===== src/sv/rlz_pkg.sv =====
// Shared constants and controller/datapath handshake types for the RefPack decompressor.
// No dependencies.
`default_nettype none
package rlz_pkg;

  localparam int unsigned WindowBytesDef = 131072;
  localparam int unsigned ChunkBytes     = 32;
  localparam int unsigned ChunkBits      = ChunkBytes * 8;
  localparam int unsigned CntW           = $clog2(ChunkBytes + 1);
  localparam logic [15:0] MagicReset     = 16'h10FB;
  localparam logic [0:0]  RegMagic       = 1'b0;

  typedef struct packed {
    logic accept;
    logic decode;
    logic rd;
    logic wr;
    logic endchk;
    logic load_chunk;
    logic load_stat;
    logic step_end;
  } cmd_t;

  typedef struct packed {
    logic done;
    logic dec_copy;
    logic fin;
    logic copy_last;
    logic chunk_full;
    logic cnt_zero;
    logic out_free;
  } sts_t;

endpackage
`default_nettype wire


===== src/sv/rlz_ctrl.sv =====
// Sequencer: accept, decode, history copy loop, chunk flush and status word.
// Depends on rlz_pkg.
`default_nettype none
module rlz_ctrl (
  input  wire logic          clk_i,
  input  wire logic          rst_ni,
  input  wire logic          in_valid_i,
  output logic               in_ready_o,
  input  wire rlz_pkg::sts_t sts_i,
  output rlz_pkg::cmd_t      cmd_o
);

  localparam logic [2:0] S_IDLE  = 3'd0;
  localparam logic [2:0] S_DEC   = 3'd1;
  localparam logic [2:0] S_CRD   = 3'd2;
  localparam logic [2:0] S_CWR   = 3'd3;
  localparam logic [2:0] S_FMID  = 3'd4;
  localparam logic [2:0] S_ENDC  = 3'd5;
  localparam logic [2:0] S_FLUSH = 3'd6;
  localparam logic [2:0] S_STAT  = 3'd7;

  logic [2:0] state_q, state_d;

  assign in_ready_o = (state_q == S_IDLE);

  always_comb begin
    state_d      = state_q;
    cmd_o        = '0;
    cmd_o.accept = in_valid_i && in_ready_o;
    case (state_q)
      S_IDLE: begin
        if (cmd_o.accept) begin
          state_d = S_DEC;
        end
      end
      S_DEC: begin
        if (sts_i.done) begin
          cmd_o.step_end = 1'b1;
          state_d        = S_IDLE;
        end else begin
          cmd_o.decode = 1'b1;
          state_d      = sts_i.dec_copy ? S_CRD : S_ENDC;
        end
      end
      S_CRD: begin
        cmd_o.rd = 1'b1;
        state_d  = S_CWR;
      end
      S_CWR: begin
        cmd_o.wr = 1'b1;
        if (sts_i.copy_last) begin
          state_d = S_ENDC;
        end else if (sts_i.chunk_full) begin
          state_d = S_FMID;
        end else begin
          state_d = S_CRD;
        end
      end
      S_FMID: begin
        if (sts_i.out_free) begin
          cmd_o.load_chunk = 1'b1;
          state_d          = S_CRD;
        end
      end
      S_ENDC: begin
        cmd_o.endchk = 1'b1;
        state_d      = S_FLUSH;
      end
      S_FLUSH: begin
        if (sts_i.cnt_zero) begin
          state_d = S_STAT;
        end else if (sts_i.out_free) begin
          cmd_o.load_chunk = 1'b1;
          state_d          = S_STAT;
        end
      end
      S_STAT: begin
        if (!sts_i.fin) begin
          cmd_o.step_end = 1'b1;
          state_d        = S_IDLE;
        end else if (sts_i.out_free) begin
          cmd_o.load_stat = 1'b1;
          cmd_o.step_end  = 1'b1;
          state_d         = S_IDLE;
        end
      end
      default: begin
        state_d = S_IDLE;
      end
    endcase
  end

  always_ff @(posedge clk_i or negedge rst_ni) begin
    if (!rst_ni) begin
      state_q <= S_IDLE;
    end else begin
      state_q <= state_d;
    end
  end

  a_load_free: assert property (@(posedge clk_i) disable iff (!rst_ni)
    (cmd_o.load_chunk || cmd_o.load_stat) |-> sts_i.out_free)
    else $error("output register overwritten");
  a_rd_wr: assert property (@(posedge clk_i) disable iff (!rst_ni)
    (state_q == S_CRD) |=> (state_q == S_CWR))
    else $error("copy read not followed by write");
  a_copy_end: assert property (@(posedge clk_i) disable iff (!rst_ni)
    (state_q == S_CWR && sts_i.copy_last) |=> (state_q == S_ENDC))
    else $error("copy overran its length");
  a_one_load: assert property (@(posedge clk_i) disable iff (!rst_ni)
    !(cmd_o.load_chunk && cmd_o.load_stat))
    else $error("chunk and status loaded together");

endmodule
`default_nettype wire


===== config.mk =====
export PLATFORM = sky130hd
export DESIGN_NAME = rlz_ctrl
export DESIGN_NICKNAME = d
export VERILOG_FILES = /design/src/sv/rlz_pkg.sv /design/src/sv/rlz_ctrl.sv
export SDC_FILE = /design/constraint.sdc
export NUM_CORES = 1
export LEC_CHECK = 0
export ABC_AREA = 1
export ABC_CLOCK_PERIOD_IN_PS = 2600
export BUFFER_PORTS_ARGS = -buffer_cell sky130_fd_sc_hd__buf_2
export CORE_AREA = 8 8 45 47
export DETAILED_ROUTE_END_ITERATION = 8
export DIE_AREA = 0 0 53 55
export GPL_ROUTABILITY_DRIVEN = 0
export GPL_TIMING_DRIVEN = 0
export PLACE_DENSITY = 0.58
export RECOVER_POWER = 25
export SLEW_MARGIN = 20
export SYNTH_ARGS = -nofsm -noshare
export SYNTH_HDL_FRONTEND = slang
export SYNTH_SLANG_ARGS = --single-unit

===== constraint.sdc =====
create_clock -name clk_i -period 2.6 [get_ports clk_i]
set_clock_uncertainty 0.15 [all_clocks]
set_input_delay 0.39 -clock clk_i [delete_from_list [all_inputs] [get_ports clk_i]]
set_output_delay 0.39 -clock clk_i [all_outputs]
set_load 0.005 [all_outputs]

==> qor.yml <==
cells_and_area:
  regMostFlops: "state_q"
  top_regs: "state_q: 3 flops"
  seqCellArea_sq_um: 75.1
  nets: 98
  fillers: 159
  fin_util: 0.378
  mostFrequentLayoutCells: "buf_2 (17), nand2_1 (11), nor2_1 (9), inv_1 (9), nand3_1 (9)"
  insertedDiodeCount: 0
  drive_gt1_frac: 0.379
  syn2layout_area_growth_pct: 38.4
  largest_register_ffs: 3
  final_common_cell: "buf_2"
  multiInputGateArea_sq_um: 236
die:
  dieArea_sq_um: 2920
  start_util: 0.273
  core-area_sq_um: 1380
  fp.dieH_um: 55
  rows: 14
  top_level_ports: 19
  die_x_um: 53
yosys:
  synth_cells: 64
  synth_area_per_cell_sq_um: 5.90
  yosys_warnings: 0
  seq_area_frac_synth: 0.199
  synth_cell_types: 17
  synth-seq-cells: 3
  netlist_area_sq_um: 378
  synth_nets: 74
sta:
  hold_viol_final: 0
  finalSetupViolCount: 0
  fmax_mhz: 561
  whs_ns: 0.348
  final_max_slew_viol_count: 0
  fin_crit_ns: 1.78
  grt_setup_unrepaired: "false"
  fin_tns_setup_ns: 0
  relSlewSlack: 0.850
  min_period_over_period: 0.685
  tightest_slew_ns: 0.223
critical_path:
  path_max_fanout: 10
  crit_arrival_ns: 1.24
  critPathKind: "flip-flop to primary output"
  cp-start-kind: "flip-flop"
  end_kind: "primary output"
  required_ns: 2.06
routing:
  drt_iter0_markers: 9
  vias: 485
  via_per_inst: 4.71
  wl_um: 985
  wire_per_inst_um: 9.56
  drc: 0
  ant_nets: 0
  firstDrtPassIters: 6
min_path:
  hold_class: "input port to asynchronous set/reset pin"
cts:
  clock-root-buffer: "clkbuf_4"
  cts_buffers: 3
  cts_max_level: 1
  cts_tree: "yes"
  cts_resized: 0
  clock_latency_ns: 0.23
  clock_sinks: 3
  post_cts_buffers: 0
  clkTransAtPathRegs_ns: 0.04
  clockBufferDepth: 2
global_routing:
  overflow: 0
  grt_pass1_vias: 417
  antenna_found_initial: 0
  grt_start_max_net_pins: 11
  grt_first_pass_wirelength_um: 1590
  use_met2: 0.123
  grt_util_all_layers: 0.0727
  use_met1: 0.0760
  grt_util_met3: 0.0294
  grt.busiest_layer: "met2"
outcome:
  outcome: "finished, final reports clean"
placed_design:
  port_buffers: 18
  hpwlAfterDp_um: 830
run:
  max_cap_violations: 0
pwr:
  power_density_nw_per_um2: 980
  p_seq_frac: 0.181
  p_total_uw: 513
  swShare: 0.481
  p_int_uw: 266
  p_sw_uw: 247
  ir_drop_mv: 0.279
  p_comb_frac: 0.663
  clkPwrFrac: 0.156
  p_leak_nw: 0.300
## metal layers
layer	part of all wire	vias to the layer above
met5	0	-
met4	0.0071	0
met3	0.075	2
met2	0.50	15
met1	0.42	214
li1	-	254
## worst max-delay path, cell delays in order, from the launching register on
cell,delay (ns)
dfrtp_1,0.39
buf_6,0.15
nor2_2,0.15
nand2_1,0.12
nor2_1,0.09
buf_2,0.11
## path summary, 6_finish.rpt
kind	from	endpoint	slack (ns)	depth (start not counted)
max	state_q[1]$_DFFE_PN0P_	cmd_o[7]	0.82	5
min	rst_ni	state_q[1]$_DFFE_PN0P_	0.35	2
max reg2reg	state_q[1]$_DFFE_PN0P_	state_q[1]$_DFFE_PN0P_	1.30	7
min reg2reg	state_q[1]$_DFFE_PN0P_	state_q[1]$_DFFE_PN0P_	0.54	3
max in group asynchronous	rst_ni	state_q[2]$_DFFE_PN0P_	1.80	2
min in group clk_i	sts_i[0]	state_q[2]$_DFFE_PN0P_	0.35	3
## what timing repair did
| action | in CTS | in global routing |
|---|---|---|
| hold buffers | 1 | 0 |
| setup endpoints to repair | 0 | 0 |
| endpoints found under the hold margin | 3 | 0 |
## per-stage QoR
stage               setup slack, ns  cells  instance area [sq um]
global placement               1.07     98                    488
global route                  0.712    103                    523
detailed placement             1.06     98                    488
floorplan                      1.20     64                    378
CTS                           0.808    103                    524
finish                        0.818    103                    523
## cell families (layout without fill, tap and decap cells)
family / count (synthesis) / count (layout) / share of synthesized area
flops: 3 / 3 / 0.199
compound gates: 5 / 5 / 0.0728
buf+inv: 13 / 36 / 0.175
simple gates: 43 / 43 / 0.553
## synth_stat cells
| library cell | number | area [sq um] |
|---|---|---|
| buf_6 | 2 | 22.5 |
| dfrtp_1 | 3 | 75.1 |
| inv_1 | 9 | 33.8 |
| inv_2 | 1 | 3.75 |
| inv_4 | 1 | 6.26 |
| nand2_1 | 11 | 41.3 |
| nand2_2 | 3 | 18.8 |
| nand3_1 | 9 | 45.0 |
| nand3_2 | 1 | 10.0 |
| nand4_1 | 2 | 12.5 |
| nor2_1 | 9 | 33.8 |
| nor2_2 | 5 | 31.3 |
| nor3_1 | 2 | 10.0 |
| nor4_1 | 1 | 6.26 |
| o21a_1 | 1 | 7.51 |
| o21ai_0 | 3 | 15.0 |
| o21ai_1 | 1 | 5.00 |
## power by group through the flow
stage | Combinational [mW] | Clock [mW] | Sequential (mW)
2_1_floorplan | 0.252 | 0 | 0.0896
3_3_place_gp | 0.344 | 0 | 0.0932
3_5_place_dp | 0.342 | 0 | 0.0931
4_1_cts | 0.344 | 0.0835 | 0.0926
5_1_grt | 0.386 | 0.0862 | 0.0946
6_report | 0.340 | 0.0801 | 0.0926
## layout make-up
class / instances / share of cell area
multi-input cells: 48 / 0.452
repair buffers: 19 / 0.189
flip-flops and latches: 3 / 0.144
inverters: 11 / 0.0837
clock buffers: 4 / 0.0502
plain buffers: 2 / 0.0431
well taps: 16 / 0.0383
Note: power is estimated with default switching activity, not from simulation.
